==> src/hw/rtl/i2cms_pkg.sv <==
`timescale 1ns / 1ps
// ----------------------------------------------------------------------------
// I2C master sequencer package
// Shared item and result types, bus commands, status codes and flag bits.
// ----------------------------------------------------------------------------
package i2cms_pkg;

  typedef enum logic [1:0] {
    OP_BUF_WRITE = 2'd0,
    OP_BUF_READ  = 2'd1,
    OP_START     = 2'd2,
    OP_BUS_EVENT = 2'd3
  } opcode_e;

  typedef enum logic [2:0] {
    CMD_NONE    = 3'd0,
    CMD_START   = 3'd1,
    CMD_SEND    = 3'd2,
    CMD_RX_ACK  = 3'd3,
    CMD_RX_NACK = 3'd4,
    CMD_STOP    = 3'd5
  } bus_cmd_e;

  // Controller status codes after masking with STATUS_MASK.
  localparam logic [7:0] STATUS_MASK     = 8'hF8;
  localparam logic [7:0] STAT_START      = 8'h08;
  localparam logic [7:0] STAT_RSTART     = 8'h10;
  localparam logic [7:0] STAT_ADDR_ACK   = 8'h18;
  localparam logic [7:0] STAT_TX_ACK     = 8'h28;
  localparam logic [7:0] STAT_RX_ACK     = 8'h50;

  // Bit positions in the status flag vector.
  localparam int unsigned FLAG_W    = 5;
  localparam int unsigned FL_ERR    = 0;
  localparam int unsigned FL_AACK   = 1;
  localparam int unsigned FL_AVAL   = 2;
  localparam int unsigned FL_DACK   = 3;
  localparam int unsigned FL_DVAL   = 4;

  typedef struct packed {
    opcode_e    opcode;
    logic [2:0] buffer_index;
    logic [7:0] buffer_byte;
    logic [7:0] slave_address;
    logic [2:0] byte_count;
    logic [7:0] direction_mask;
    logic [7:0] bus_status;
    logic [7:0] received_byte;
  } item_t;

  typedef struct packed {
    bus_cmd_e          bus_command;
    logic [7:0]        transmit_byte;
    logic [7:0]        read_byte;
    logic              busy;
    logic [FLAG_W-1:0] flags;
  } result_t;

endpackage

==> src/hw/rtl/i2cms_core.sv <==
`timescale 1ns / 1ps
// ----------------------------------------------------------------------------
// I2C master sequencer core
// Holds the sequencer state and data buffer and decides one item per cycle in which fire_i is high.
// ----------------------------------------------------------------------------
module i2cms_core
  import i2cms_pkg::*;
#(
  parameter int unsigned BUFFER_DEPTH = 8
) (
  input  logic    clk_i,
  input  logic    rst_ni,
  input  logic    fire_i,
  input  item_t   item_i,
  output result_t res_o
);

  localparam int unsigned IdxW = (BUFFER_DEPTH > 1) ? $clog2(BUFFER_DEPTH) : 1;
  localparam logic [3:0]  DepthLim = 4'(BUFFER_DEPTH);

  localparam logic [2:0] ST_READY  = 3'd0;
  localparam logic [2:0] ST_START  = 3'd1;
  localparam logic [2:0] ST_RSTART = 3'd2;
  localparam logic [2:0] ST_ADR    = 3'd3;
  localparam logic [2:0] ST_TX     = 3'd4;
  localparam logic [2:0] ST_RX     = 3'd5;
  localparam logic [2:0] ST_STOP   = 3'd6;

  logic [2:0]        state_q, state_d;
  logic [2:0]        idx_q, idx_d;
  logic [2:0]        cnt_q, cnt_d;
  logic [7:0]        addr_q, addr_d;
  logic [7:0]        mask_q, mask_d;
  logic [FLAG_W-1:0] flags_q, flags_d;
  logic [7:0]        buf_q [BUFFER_DEPTH];

  logic [7:0] status;
  logic [2:0] idx_inc;
  logic [2:0] rd_addr;
  logic [7:0] rd_data;
  logic       wr_en;
  logic [2:0] wr_addr;
  logic [7:0] wr_data;
  logic       start_ok;

  assign status  = item_i.bus_status & STATUS_MASK;
  assign idx_inc = idx_q + 3'd1;

  // One buffer read a cycle: the software read index, entry zero after the
  // address phase, or the next data entry during a write burst.
  always_comb begin
    if (item_i.opcode == OP_BUF_READ) begin
      rd_addr = item_i.buffer_index;
    end else if (state_q == ST_ADR) begin
      rd_addr = 3'd0;
    end else begin
      rd_addr = idx_inc;
    end
  end

  assign rd_data = ({1'b0, rd_addr} < DepthLim) ? buf_q[rd_addr[IdxW-1:0]] : 8'h00;
  assign start_ok = ((state_q == ST_START) && (status == STAT_START)) ||
                    ((state_q == ST_RSTART) && (status == STAT_RSTART));

  always_comb begin
    state_d = state_q;
    idx_d   = idx_q;
    cnt_d   = cnt_q;
    addr_d  = addr_q;
    mask_d  = mask_q;
    flags_d = flags_q;
    wr_en   = 1'b0;
    wr_addr = item_i.buffer_index;
    wr_data = item_i.buffer_byte;
    res_o.bus_command   = CMD_NONE;
    res_o.transmit_byte = 8'h00;
    res_o.read_byte     = 8'h00;

    unique case (item_i.opcode)
      OP_BUF_WRITE: begin
        wr_en = 1'b1;
      end
      OP_BUF_READ: begin
        res_o.read_byte = rd_data;
      end
      OP_START: begin
        if (item_i.byte_count != 3'd0) begin
          addr_d  = item_i.slave_address;
          cnt_d   = item_i.byte_count;
          mask_d  = item_i.direction_mask;
          flags_d = '0;
          idx_d   = 3'd0;
          state_d = ST_START;
          res_o.bus_command = CMD_START;
        end
      end
      OP_BUS_EVENT: begin
        unique case (state_q)
          ST_START, ST_RSTART: begin
            if (start_ok) begin
              res_o.bus_command   = CMD_SEND;
              res_o.transmit_byte = addr_q;
              state_d = ST_ADR;
            end else begin
              flags_d[FL_ERR] = 1'b1;
              state_d = ST_STOP;
            end
          end
          ST_ADR: begin
            flags_d[FL_AVAL] = 1'b1;
            if (status == STAT_ADDR_ACK) begin
              flags_d[FL_AACK] = 1'b1;
              if (mask_q[0]) begin
                res_o.bus_command   = CMD_SEND;
                res_o.transmit_byte = rd_data;
                state_d = ST_TX;
              end else begin
                // The first read byte lands in entry zero at the address event.
                wr_en   = 1'b1;
                wr_addr = 3'd0;
                wr_data = item_i.received_byte;
                res_o.bus_command = CMD_RX_NACK;
                state_d = ST_RX;
              end
            end else begin
              flags_d[FL_AACK] = 1'b0;
              state_d = ST_STOP;
            end
          end
          ST_TX: begin
            flags_d[FL_DVAL] = 1'b1;
            if (status == STAT_TX_ACK) begin
              idx_d = idx_inc;
              flags_d[FL_DACK] = 1'b1;
              if (idx_inc >= cnt_q) begin
                state_d = ST_STOP;
              end else if (mask_q[idx_inc]) begin
                res_o.bus_command   = CMD_SEND;
                res_o.transmit_byte = rd_data;
              end else begin
                res_o.bus_command = CMD_START;
                state_d = ST_RSTART;
              end
            end else begin
              flags_d[FL_DACK] = 1'b0;
              state_d = ST_STOP;
            end
          end
          ST_RX: begin
            flags_d[FL_DVAL] = 1'b1;
            if (status == STAT_RX_ACK) begin
              idx_d = idx_inc;
              flags_d[FL_DACK] = 1'b1;
              wr_en   = 1'b1;
              wr_addr = idx_inc;
              wr_data = item_i.received_byte;
              if (idx_inc >= cnt_q) begin
                res_o.bus_command = CMD_RX_NACK;
                state_d = ST_STOP;
              end else if (mask_q[idx_inc]) begin
                res_o.bus_command = CMD_RX_NACK;
                state_d = ST_RSTART;
              end else begin
                res_o.bus_command = CMD_RX_ACK;
              end
            end else begin
              flags_d[FL_DACK] = 1'b0;
              state_d = ST_STOP;
            end
          end
          default: begin
            // Ready, stop and unused codes all close the transaction.
            cnt_d   = 3'd0;
            state_d = ST_READY;
            res_o.bus_command = CMD_STOP;
          end
        endcase
      end
      default: begin
      end
    endcase

    res_o.busy  = (state_d != ST_READY);
    res_o.flags = flags_d;
  end

  always_ff @(posedge clk_i or negedge rst_ni) begin
    if (!rst_ni) begin
      state_q <= ST_READY;
      idx_q   <= 3'd0;
      cnt_q   <= 3'd0;
      addr_q  <= 8'h00;
      mask_q  <= 8'h00;
      flags_q <= '0;
    end else if (fire_i) begin
      state_q <= state_d;
      idx_q   <= idx_d;
      cnt_q   <= cnt_d;
      addr_q  <= addr_d;
      mask_q  <= mask_d;
      flags_q <= flags_d;
    end
  end

  always_ff @(posedge clk_i) begin
    if (fire_i && wr_en && ({1'b0, wr_addr} < DepthLim)) begin
      buf_q[wr_addr[IdxW-1:0]] <= wr_data;
    end
  end

  // A start with a nonzero count always enters the start state.
  assert property (@(posedge clk_i) disable iff (!rst_ni)
    fire_i && (item_i.opcode == OP_START) && (item_i.byte_count != 3'd0)
    |=> (state_q == ST_START) && (idx_q == 3'd0))
    else $error("start request did not arm the sequencer");

  // While bytes move, the index stays below the byte count.
  assert property (@(posedge clk_i) disable iff (!rst_ni)
    (state_q == ST_TX) || (state_q == ST_RX) |-> (idx_q < cnt_q))
    else $error("data index ran past the byte count");

  // A bus event in the stop state returns to ready with the count cleared.
  assert property (@(posedge clk_i) disable iff (!rst_ni)
    fire_i && (item_i.opcode == OP_BUS_EVENT) && (state_q == ST_STOP)
    |=> (state_q == ST_READY) && (cnt_q == 3'd0))
    else $error("stop event did not close the transaction");

endmodule

==> src/hw/rtl/i2c_master_sequence_engine_unit.sv <==
`timescale 1ns / 1ps
// ----------------------------------------------------------------------------
// I2C master sequence engine
// Buffer access, transaction start and bus event sequencing in one channel.
// ----------------------------------------------------------------------------
// Usage:
// Each input transfer is one item: a buffer write, a buffer read, a start
// request or a bus status event from the controller. Every item produces
// exactly one output transfer carrying the next bus command, the byte to
// send, the buffer read data, the busy bit and the status flags.
// Both channels use valid and stall; a transfer happens on a clock edge with
// valid high and stall low.
// An accepted item waits in the input register, is decided there by the
// sequencer core, and is loaded into the output register, whose valid rises
// in the cycle after the item is decided; a stall on the output can hold the
// item in the input register. One item per cycle is sustained while the
// receiver does not stall, since the state and buffer update of one item
// completes in the cycle it is decided.
// When the receiver stalls, the output register holds its result and the
// input register still takes one more item; the input stalls only when both
// are full.
// Reset clears both valid bits, returns the sequencer to ready and clears
// the flags, index, count, address and mask. The data buffer is not cleared;
// an entry reads back undefined until software writes it.
// ----------------------------------------------------------------------------
module i2c_master_sequence_engine_unit
  import i2cms_pkg::*;
#(
  parameter int unsigned BUFFER_DEPTH = 8
) (
  input  logic       clk_i,
  input  logic       rst_ni,

  input  logic       in_valid_i,
  output logic       in_stall_o,
  input  logic [1:0] opcode_i,
  input  logic [2:0] buffer_index_i,
  input  logic [7:0] buffer_byte_i,
  input  logic [7:0] slave_address_i,
  input  logic [2:0] byte_count_i,
  input  logic [7:0] direction_mask_i,
  input  logic [7:0] bus_status_i,
  input  logic [7:0] received_byte_i,

  output logic       out_valid_o,
  input  logic       out_stall_i,
  output logic [2:0] bus_command_o,
  output logic [7:0] transmit_byte_o,
  output logic [7:0] read_byte_o,
  output logic       busy_res_o,
  output logic       start_error_o,
  output logic       address_ack_o,
  output logic       address_ack_valid_o,
  output logic       data_ack_o,
  output logic       data_ack_valid_o
);

  logic    in_valid_q, in_valid_d;
  logic    out_valid_q, out_valid_d;
  item_t   item_q;
  result_t res_q;
  result_t res;
  logic    out_ready;
  logic    in_accept;
  logic    fire;

  // The output register can load when it is empty or being drained.
  assign out_ready  = !out_valid_q || !out_stall_i;
  // An item is decided, and the sequencer state updated, as it moves on.
  assign fire       = in_valid_q && out_ready;
  assign in_stall_o = in_valid_q && !out_ready;
  assign in_accept  = in_valid_i && !in_stall_o;

  assign in_valid_d  = in_accept || (in_valid_q && !fire);
  assign out_valid_d = fire || (out_valid_q && out_stall_i);

  always_ff @(posedge clk_i or negedge rst_ni) begin
    if (!rst_ni) begin
      in_valid_q  <= 1'b0;
      out_valid_q <= 1'b0;
    end else begin
      in_valid_q  <= in_valid_d;
      out_valid_q <= out_valid_d;
    end
  end

  always_ff @(posedge clk_i) begin
    if (in_accept) begin
      item_q.opcode         <= opcode_e'(opcode_i);
      item_q.buffer_index   <= buffer_index_i;
      item_q.buffer_byte    <= buffer_byte_i;
      item_q.slave_address  <= slave_address_i;
      item_q.byte_count     <= byte_count_i;
      item_q.direction_mask <= direction_mask_i;
      item_q.bus_status     <= bus_status_i;
      item_q.received_byte  <= received_byte_i;
    end
    if (fire) begin
      res_q <= res;
    end
  end

  i2cms_core #(
    .BUFFER_DEPTH (BUFFER_DEPTH)
  ) u_core (
    .clk_i  (clk_i),
    .rst_ni (rst_ni),
    .fire_i (fire),
    .item_i (item_q),
    .res_o  (res)
  );

  assign out_valid_o         = out_valid_q;
  assign bus_command_o       = res_q.bus_command;
  assign transmit_byte_o     = res_q.transmit_byte;
  assign read_byte_o         = res_q.read_byte;
  assign busy_res_o          = res_q.busy;
  assign start_error_o       = res_q.flags[FL_ERR];
  assign address_ack_o       = res_q.flags[FL_AACK];
  assign address_ack_valid_o = res_q.flags[FL_AVAL];
  assign data_ack_o          = res_q.flags[FL_DACK];
  assign data_ack_valid_o    = res_q.flags[FL_DVAL];

  // A new result only appears when the input register held an item.
  assert property (@(posedge clk_i) disable iff (!rst_ni)
    $rose(out_valid_q) |-> $past(in_valid_q))
    else $error("result appeared without a pending item");

  // A stalled full output with a pending item must hold off the input.
  assert property (@(posedge clk_i) disable iff (!rst_ni)
    in_valid_q && out_valid_q && out_stall_i |=> in_valid_q && out_valid_q)
    else $error("pending item or result was dropped under stall");

  // An acknowledged address is always marked valid.
  assert property (@(posedge clk_i) disable iff (!rst_ni)
    out_valid_q && res_q.flags[FL_AACK] |-> res_q.flags[FL_AVAL])
    else $error("address ack flag set without its valid flag");

endmodule

==> config.mk <==
export PLATFORM = sky130hd
export DESIGN_NAME = i2c_master_sequence_engine_unit
export DESIGN_NICKNAME = d
export VERILOG_FILES = /design/src/hw/rtl/i2cms_pkg.sv /design/src/hw/rtl/i2cms_core.sv /design/src/hw/rtl/i2c_master_sequence_engine_unit.sv
export SDC_FILE = /design/constraint.sdc
export NUM_CORES = 1
export LEC_CHECK = 0
export BUFFER_PORTS_ARGS = -buffer_cell sky130_fd_sc_hd__buf_2
export CELL_PAD_IN_SITES_DETAIL_PLACEMENT = 0
export CELL_PAD_IN_SITES_GLOBAL_PLACEMENT = 1
export CORE_ASPECT_RATIO = 1.25
export CORE_UTILIZATION = 44
export DETAILED_ROUTE_END_ITERATION = 8
export PLACE_DENSITY_LB_ADDON = 0.12
export RECOVER_POWER = 50
export SLEW_MARGIN = 20
export SYNTH_ARGS = -nofsm -noshare
export SYNTH_HDL_FRONTEND = slang
export SYNTH_SLANG_ARGS = --single-unit
==> constraint.sdc <==
create_clock -name clk_i -period 2.9 [get_ports clk_i]
set_input_delay 0.58 -clock clk_i [delete_from_list [all_inputs] [get_ports clk_i]]
set_output_delay 0.58 -clock clk_i [all_outputs]
set_load 0.05 [all_outputs]
* After elaboration in Yosys (flattened, before gate mapping) *
Memories as Yosys holds them, arrays and structs flattened.
Index checks and enable logic that the tools add are counted.

storage, ports and cells
  flip-flop bits (word level) = 105
  RAM bits = 64
  bits of input ports = 52
  output and inout bits = 27
  logic and storage cells = 133
  memories = 1

cells by class
  add/sub/neg operators = 1
  magnitude comparators = 2
  eq/ne operators = 18
  multiplexer cells = 64
  reductions and logical operators = 26

memories
  name          depth  bits a word  rd ports  clocked after memory_dff  write ports  RTL line          source
  u_core.buf_q  8      8            1         0                         1            i2cms_core.sv:35  logic [7:0] buf_q [BUFFER_DEPTH];

operators with widths
  operator            number
  $mux 3              23
  $mux 8              6
  $pmux 3 s2          6
  $mux 11             3
  $pmux 3 s4          2
  $pmux 8 s3          1
  $pmux 8 s2          1
  $mux 1              12
  $eq 5x2->1 const B  2
  $mux 10             1
  $pmux 5 s2          1
  $logic_and 1x1->1   8
  $eq 3x2->1 const B  2
  $eq 3x3->1 const B  2
  $mux 2              3
  $ne 3x2->1 const B  2
  $reduce_and 6->1    1
  $reduce_bool 3->1   2
  $eq 5x1->1 const B  1
  $eq 5x3->1 const B  1
  $eq 5x4->1 const B  1
  $logic_not 1->1     5
  $mux 5              1
  $reduce_or 5->1     1
  other kinds (18)    23

* Depth between registers and ports, before layout *
Gate-level depths: netlist of the first run.

  depth after elaboration = 9
  gate-level depth with buffers = 9
  mapped depth without buffers = 9

* By module *
A second synthesis of the first run with hierarchy kept.

unflattened totals
  cell total of the unflattened synthesis = 467
  area, all modules = 7179.4 sq um

by module, submodules not included
  module                           instances  cells each  area each (sq um)  sequential area each (sq um)
  i2cms_core                       1          386         4894.7             2672.6
  i2c_master_sequence_engine_unit  1          81          2284.7             2242.2

* Worst setup path before layout of the first run *
No wires, ideal clock.

  path type = reg-to-reg
  start = register out_valid_q (netlist: out_valid_o)
  end = register u_core.addr_q[5]
  setup time = 0.125 ns
  data arrival time = 2.666 ns
  data required time = 2.775 ns
  path slack = 0.109 ns
  stages on the path, launching flop included = 6
  buffers on the path = 1
  period minus slack after synthesis = 2.791 ns
  path through = dfrtp_1 -> a21bo_2 -> clkinv_1 -> nand2_1 -> clkbuf_1 -> mux2_2

on the way
  cells in the longest elaborated chain, start to end = 4

RTL lines
  item                               RTL line                               source
  start: declaration                 i2c_master_sequence_engine_unit.sv:59  logic out_valid_q, out_valid_d;
  start signal: assignment           i2c_master_sequence_engine_unit.sv:83  out_valid_q <= out_valid_d;
  $logic_not 1->1                    i2c_master_sequence_engine_unit.sv:68  assign out_ready = !out_valid_q || !out_stall_i;
  $logic_or 1x1->1                   i2c_master_sequence_engine_unit.sv:68
  $logic_and 1x1->1                  i2c_master_sequence_engine_unit.sv:70  assign fire = in_valid_q && out_ready;
  net fire                           i2c_master_sequence_engine_unit.sv:65  logic fire;
  $reduce_and 3->1 (no source line)  --
  end signal: assignment             i2cms_core.sv:199                      addr_q <= addr_d;
  end: declaration                   i2cms_core.sv:32                       logic [7:0] addr_q, addr_d;

The timed path passes the listed nets, and every way through them passes these cells.
A chain may end at the register's enable or synchronous reset.

* Final worst setup path of the first run *
  start = register item_q[47] in the netlist's numbering
  end = register res_q (netlist bit transmit_byte_o[2]), data pin

on the way
  cells in the longest elaborated chain, start to end = 7
  elaborated cells on any way between the ends = 10
  classes of those cells = eq/ne (2); mux (7); memory (1)

RTL lines
  item                    RTL line                               source
  start: declaration      i2c_master_sequence_engine_unit.sv:60  item_t item_q;
  $eq 2x1->1              i2cms_core.sv:52                       if (item_i.opcode == OP_BUF_READ) begin
  $mux 3                  i2cms_core.sv:52
  $mem_v2 8x8             --
  $mux 8                  i2cms_core.sv:137                      end else if (mask_q[idx_inc]) begin
  $mux 11                 i2cms_core.sv:135                      if (idx_inc >= cnt_q) begin
  $mux 11                 i2cms_core.sv:132                      if (status == STAT_TX_ACK) begin
  $pmux 8 s3              i2cms_core.sv:98                       unique case (state_q)
  end signal: assignment  i2c_master_sequence_engine_unit.sv:99  res_q <= res;
  end: declaration        i2c_master_sequence_engine_unit.sv:61  result_t res_q;

Several ways; a longest one is shown, not always the timed one.

==> impl_results.md, run 1 <==
* Sink Count at 166
* Worst setup EP type: flop
* Vias in the first global route at 4,141
* Yosys cell types at 54
* Power, Total at 5.97 mW
* Clock Skew at 7.13 ps
* First-pass DRT Iterations at 6
* Antenna-violating nets left at 0
* Most instantiated cells after synthesis: edfxtp_1 (134), mux2_2 (57), dfrtp_1 (32)
* CTS tree: yes
* Synth area leader: edfxtp_1
* Port buffer count at 75
* Share of cells above drive strength 1 at 33.9%
* Leakage at 3.13 nW
* Placement row count at 51
* Initial antenna violation count at 0
* Setup-failing EPs final at 0
* First-pass GRT wire length at 21,900 um
* Clk slew on worst S/H paths at 60 ps
* Crit-path max FO at 12
* Largest net degree at the start of global routing at 33
* Hold_buf cts at 0
* Worst hold path type: in2reg
* Die Y at 143 um
* Worst path required time at 3060 ps
* Top Ports at 79
* CP Launch Type: flop
* Area Growth Syn to Fin at 21.1%
* GRT Util Overall at 18.7%
* WP data arrival at 2870 ps
* DRC Markers at 2
* Peak supply drop at 406 uV
* CTS Root Cell: clkbuf_16
* Syn Std Cell Area at 0.00696 sq mm
* Wire per inst at 17.5 um
* Initial Utilization at 44.9%
* Top-count cell post-synth: edfxtp_1
* Rel. slew slack at -22.2%
* CP Class: reg2reg
* Gr ovfl total at 0
* Placer Congestion at 0.829
* Sequential element share of the synthesized area at 69.3%
* Number of enable flip-flop cells after synthesis at 134
* Fmax at 369 MHz
* Synth area leaders: edfxtp_1 (58%), dfrtp_1 (12%), mux2_2 (9.2%), mux4_2 (2.6%), nand2_1 (1.5%)
* Clock latency on the worst-skew pair at 420 ps
* Via density at 5.17
* Synth top area share at 57.8%
* Register bit total from synthesis at 166
* Via count at 4,117
* Period Utilization, post-route at 93.4%
* Syn_nets at 507
* Status: finished, violations left
* Failing checks: design-rule violations, max-capacitance violations, max-slew violations
* Post-DP HPWL at 9700 um
* Chip width at 115 um
* Fin area at 0.00843 sq mm
* Fin nets at 632
* FFs w/ async S/R, synth at 19.3%
* Pwr Density at 707 mW/mm^2
* Final hold violation count at 0
* Worst-Margin Slew at 1830 ps
* Final min period at 2710 ps
* H-Tree Depth at 4
* Mapped Cells at 447
* Core ar. at 0.0155 sq mm
* Ant diodes at 0
* Placed cell area at 0.00791 sq mm
* Synthesized area per cell at 15.6 sq um
* Post-Route WL at 13,900 um
* Synth Warn # at 0
* Clk buf depth at 2
* Max-cap viol count at 1
* 1st-iter DRT viols at 201
* Die footprint at 0.0163 sq mm
* Pre-CTS WS at -23.3 ps
* RSZ-0062 raised after global routing: false
* FILL cells at 1,324
* Top_reg_cell synth: edfxtp_1
* Setup ws final at 192 ps
* Final Max Slew Viols at 33
* Num CTS Buffers at 17
==> registers in the layout (all words and copies together), names as in the netlist, 5 cells and up <==
name,flops
u_core.addr_q,8
u_core.buf_q,64
u_core.flags_q,5
u_core.mask_q,8
item_q,45
transmit_byte_o,8
read_byte_o,8
==> worst paths after layout <==
check                            startpoint            endpoint  slack, ps  cells past startpoint
max in group asynchronous            rst_ni    u_core.mask_q[2]       1180                      1
hold reg to reg                  item_q[33]    u_core.addr_q[6]        480                      1
setup reg to reg                 item_q[47]  transmit_byte_o[2]        190                      9
hold / removal             buffer_byte_i[4]          item_q[39]        330                      1
min in group asynchronous            rst_ni    u_core.addr_q[3]        650                      1
setup / recovery                 item_q[47]  transmit_byte_o[2]        190                      9
==> timing repair <==
action,4_1_cts,5_1_grt
buffers inserted,0,0
endpoints found under the hold margin,0,0
gates resized for setup,2,1
setup endpoints to repair,8,1
cloned,0,0
pin swaps,0,0
==> area by class of cell <==
| class | instances | area, sq um | area share [%] |
|---|---|---|---|
| flip-flops and latches | 166 | 4820 | 57.2 |
| repair buffers | 121 | 701 | 8.31 |
| clock buffers | 19 | 433 | 5.13 |
| inverters | 16 | 60.1 | 0.712 |
| well taps | 212 | 265 | 3.15 |
| clock inverters | 12 | 128 | 1.51 |
| multi-input cells | 250 | 2020 | 24.0 |
==> kinds of logic after synthesis <==
group	synth area share (%)
xor gates and xnor gates	0.485
and+or+nand+nor	7.82
DFF	69.3
AOI/OAI and AO/OA	6.67
buffers and inverters	1.74
muxes	12.6
adders and majority gates	1.44
==> per-stage QoR <==
stage | TNS (ps) | std cells | util [%] | hold WS (ps)
after floorplan | 0 | 447 | - | 284
after global placement | -158 | 765 | 51.0 | 459
after detailed placement | -179 | 765 | 51.0 | 464
after CTS | 0 | 796 | 54.7 | 247
after global routing | 0 | 796 | 54.4 | 314
final | 0 | 796 | 54.4 | 332
==> where the power goes <==
group | internal, mW | total (mW) | switching, mW
Clock | 1.27 | 2.17 | 0.904
Combinational | 0.386 | 0.923 | 0.538
Sequential | 2.77 | 2.87 | 0.0979
==> metal layers <==
layer | vias up | wire length, um | share of wire (%) | global-route usage [%]
met4 | 0 | 416 | 3.0 | 9.50
met3 | 33 | 535 | 3.9 | 3.52
met2 | 123 | 7090 | 51 | 32.1
li1 | 1957 | - | - | -
met5 | - | 0 | 0 | 0
met1 | 2004 | 5850 | 42 | 22.4
==> layout by cell type, fill, tap and decap left out, types with 5 or more instances in the layout <==
| cell | n |
|---|---|
| nand2_1 | 28 |
| nor3_1 | 10 |
| ha_1 | 8 |
| a21o_1 | 5 |
| a21oi_1 | 19 |
| inv_1 | 14 |
| buf_2 | 48 |
| clkbuf_16 | 17 |
| a22o_1 | 5 |
| edfxtp_1 | 134 |
| o21ai_0 | 10 |
| clkbuf_1 | 31 |
| a22oi_1 | 8 |
| mux2_2 | 57 |
| buf_4 | 38 |
| dfrtp_1 | 32 |
| nor2_1 | 26 |
| mux4_2 | 8 |
| and2_1 | 8 |
==> critical path, stage by stage (launching register included) <==
cell and delay [ps]:
edfxtp_1 450, inv_1 110, ha_1 240, nor2_1 70, a22oi_2 200, buf_4 250
mux2_2 360, mux4_2 530, a22oi_1 180, nor2_1 70
Note: power is estimated with default switching activity, not from simulation.
==> inputs of run 2 (changes only) <==
--- a/config.mk
+++ b/config.mk
@@ -8,7 +8,6 @@
 export BUFFER_PORTS_ARGS = -buffer_cell sky130_fd_sc_hd__buf_2
 export CELL_PAD_IN_SITES_DETAIL_PLACEMENT = 0
 export CELL_PAD_IN_SITES_GLOBAL_PLACEMENT = 1
-export CORE_ASPECT_RATIO = 1.25
 export CORE_UTILIZATION = 44
 export DETAILED_ROUTE_END_ITERATION = 8
 export PLACE_DENSITY_LB_ADDON = 0.12
==> run 2 against run 1 <==
Effect of this change:
- the run ends with max-capacitance violations, max-slew violations left
- clock power grew 11%
- global-route usage increased by 0.12 points
- clock-buffer cell count down 1
- cell count is 1.6% lower
- sequential power hardly changed
- via count down 2.2%
- sequential share of layout area increased by 0.068 points
- utilization is 0.61 points higher
- register-to-register slack barely moved
- worst hold slack lost 2.8 ps
- critical path depth shrank 3
- critical path type unchanged
- largest power group unchanged
==> impl_results.md, run 2 (same netlist as run 1, synthesis figures left out) <==
* Status: finished, violations left (unchanged)
* Hold endpoint: item_q[18] (was item_q[39])
* Period Utilization, post-route at 93.3% (was 93.4%)
* Setup ws final at 195 ps (was 192 ps)
* Placement row count at 45 (was 51)
* First-pass DRT Iterations at 4 (was 6)
* Worst hold path type: in2reg (unchanged)
* Post-Route WL at 14,100 um (was 13,900 um)
* Worst-Margin Slew at 1850 ps (was 1830 ps)
* Final min period at 2710 ps (about the same)
* Via density at 5.14 (was 5.17)
* Pwr Density at 734 mW/mm^2 (was 707 mW/mm^2)
* Num CTS Buffers at 17 (unchanged)
* Most common library cell in the layout ignoring fill and taps: edfxtp_1 (unchanged)
* Fin nets at 619 (was 632)
* Crit-path max FO at 8 (was 12)
* CP Class: reg2reg (unchanged)
* Cell Chain, Critical Path: nand4bb_1 -> nor4_2 -> a31oi_1 -> a21oi_1 -> nand2b_1 -> nor2_1 (was inv_1 -> ha_1 -> nor2_1 -> a22oi_2 -> buf_4 -> mux2_2 -> mux4_2 -> a22oi_1 -> nor2_1)
* H-Tree Depth at 4 (unchanged)
* 1st-iter DRT viols at 200 (was 201)
* CTS tree: yes (unchanged)
* Clock Skew at 13.5 ps (was 7.13 ps)
* Wire per inst at 18.0 um (was 17.5 um)
* Area Growth Syn to Fin at 21.0% (was 21.1%)
* FF-to-FF End: u_core.buf_q[7][1] (was transmit_byte_o[2])
* Clk slew on worst S/H paths at 60 ps (about the same)
* FILL cells at 1,300 (was 1,324)
* CP Launch Type: flop (unchanged)
* Pre-CTS WS at 166 ps (was -23.3 ps)
* Placed cell area at 0.00783 sq mm (was 0.00791 sq mm)
* Sum Neg Setup Slack at 0 ps (unchanged)
* Die Y at 128 um (was 143 um)
* First-pass GRT wire length at 22,400 um (was 21,900 um)
* Largest net degree at the start of global routing at 46 (was 33)
* Post-DP HPWL at 9730 um (was 9700 um)
* Max-cap viol count at 1 (unchanged)
* Worst R2R Setup Slack at 190 ps (about the same)
* Vias in the first global route at 4,104 (was 4,141)
* Reg-to-Reg Start: item_q[13] (was item_q[47])
* Worst hold path depth at 1 (unchanged)
* Leakage at 3.09 nW (was 3.13 nW)
* DRC Markers at 0 (was 2)
* Placer Congestion at 0.878 (was 0.829)
* Die footprint at 0.0163 sq mm (about the same)
* Top Ports at 79 (unchanged)
* Most frequent cells in the layout: edfxtp_1 (134), mux2_2 (57), buf_2 (48) (unchanged)
* GRT Util Overall at 18.8% (was 18.7%)
* Hold_buf cts at 0 (unchanged)
* Worst Reg-to-Reg Cells at 6 (was 9)
* Worst path required time at 2940 ps (was 3060 ps)
* WP data arrival at 2750 ps (was 2870 ps)
* Final Max Slew Viols at 33 (unchanged)
* Final hold violation count at 0 (unchanged)
* Failing checks: max-capacitance violations, max-slew violations (was design-rule violations, max-capacitance violations, max-slew violations)
* RSZ-0062 raised after global routing: false (unchanged)
* Post-CTS setup buffer count at 0 (unchanged)
* Rel. slew slack at -23.2% (was -22.2%)
* Port buffer count at 75 (unchanged)
* Clock latency on the worst-skew pair at 420 ps (about the same)
* Fin area at 0.00842 sq mm (was 0.00843 sq mm)
* Worst setup EP type: flop (unchanged)
* Peak supply drop at 489 uV (was 406 uV)
* Via count at 4,027 (was 4,117)
* Ant diodes at 0 (unchanged)
* Antenna-violating nets left at 0 (unchanged)
* Sink Count at 166 (unchanged)
* Max reg flops at 64 (unchanged)
* Initial antenna violation count at 0 (unchanged)
* HP Start: direction_mask_i[2] (was buffer_byte_i[4])
* Critical path's slowest cell: nor2_1 (was mux4_2)
* Gr ovfl total at 0 (unchanged)
* Critical path's largest stage delay at 660 ps (was 530 ps)
* Clk buf depth at 2 (unchanged)
* CTS Root Cell: clkbuf_16 (unchanged)
* Share of cells above drive strength 1 at 33.4% (was 33.9%)
* Fmax at 370 MHz (was 369 MHz)
* Setup-failing EPs final at 0 (unchanged)
* Initial Utilization at 45.5% (was 44.9%)
* Core ar. at 0.0153 sq mm (was 0.0155 sq mm)
* Chip width at 128 um (was 115 um)
* Post-CTS Resized at 0 (was 2)
run 2: worst max path at each step:
stage | depth (start not counted) | slack (ps) | end | from
after floorplan | 5 | 110 | u_core.addr_q[5] | out_valid_o
after global routing | 6 | 7 | u_core.buf_q[7][1] | item_q[13]
after global placement | 6 | 180 | u_core.buf_q[7][2] | item_q[13]
after CTS | 6 | 170 | u_core.buf_q[7][3] | item_q[13]
after detailed placement | 6 | 170 | u_core.buf_q[7][1] | item_q[13]
final | 6 | 190 | u_core.buf_q[7][1] | item_q[13]
run 2: power breakdown:
part           switching, mW  internal, mW
combinational          0.540         0.364
sequential            0.0978          2.78
clock                  0.931          1.47
run 2: routing by layer:
| layer | GRT usage [%] | wire (um) |
|---|---|---|
| met1 | 26.7 | 6680 |
| met2 | 28.7 | 6480 |
| met3 | 4.09 | 763 |
| met4 | 6.51 | 180 |
| met5 | 0 | 0 |
run 2: worst max-delay path, delay by kind of cell, from the launching register on:
family | cells | cell delay, ps
AO/OA/AOI/OAI | 2 | 420
AND/OR/NAND/NOR | 4 | 1480
flip-flops | 1 | 420
run 2: stage by stage:
| step | power, mW | utilization [%] | std cells | hold slack (ps) |
|---|---|---|---|---|
| after floorplan | 3.55 | - | 447 | 284 |
| after global placement | 3.82 | 51.1 | 751 | 447 |
| after detailed placement | 3.84 | 51.1 | 751 | 464 |
| after CTS | 6.24 | 55.3 | 783 | 243 |
| after global routing | 6.42 | 55.0 | 783 | 310 |
| final | 6.18 | 55.0 | 783 | 329 |
run 2: final cells by class:
type	instances	area, sq um	area share (%)
sequential	166	4820	57.3
multi-input combinational	250	2020	24.0
timing repair buffer	108	618	7.34
clock buffer	18	439	5.21
tap	211	264	3.13
clock inverter	14	199	2.36
inverter	16	60.1	0.713
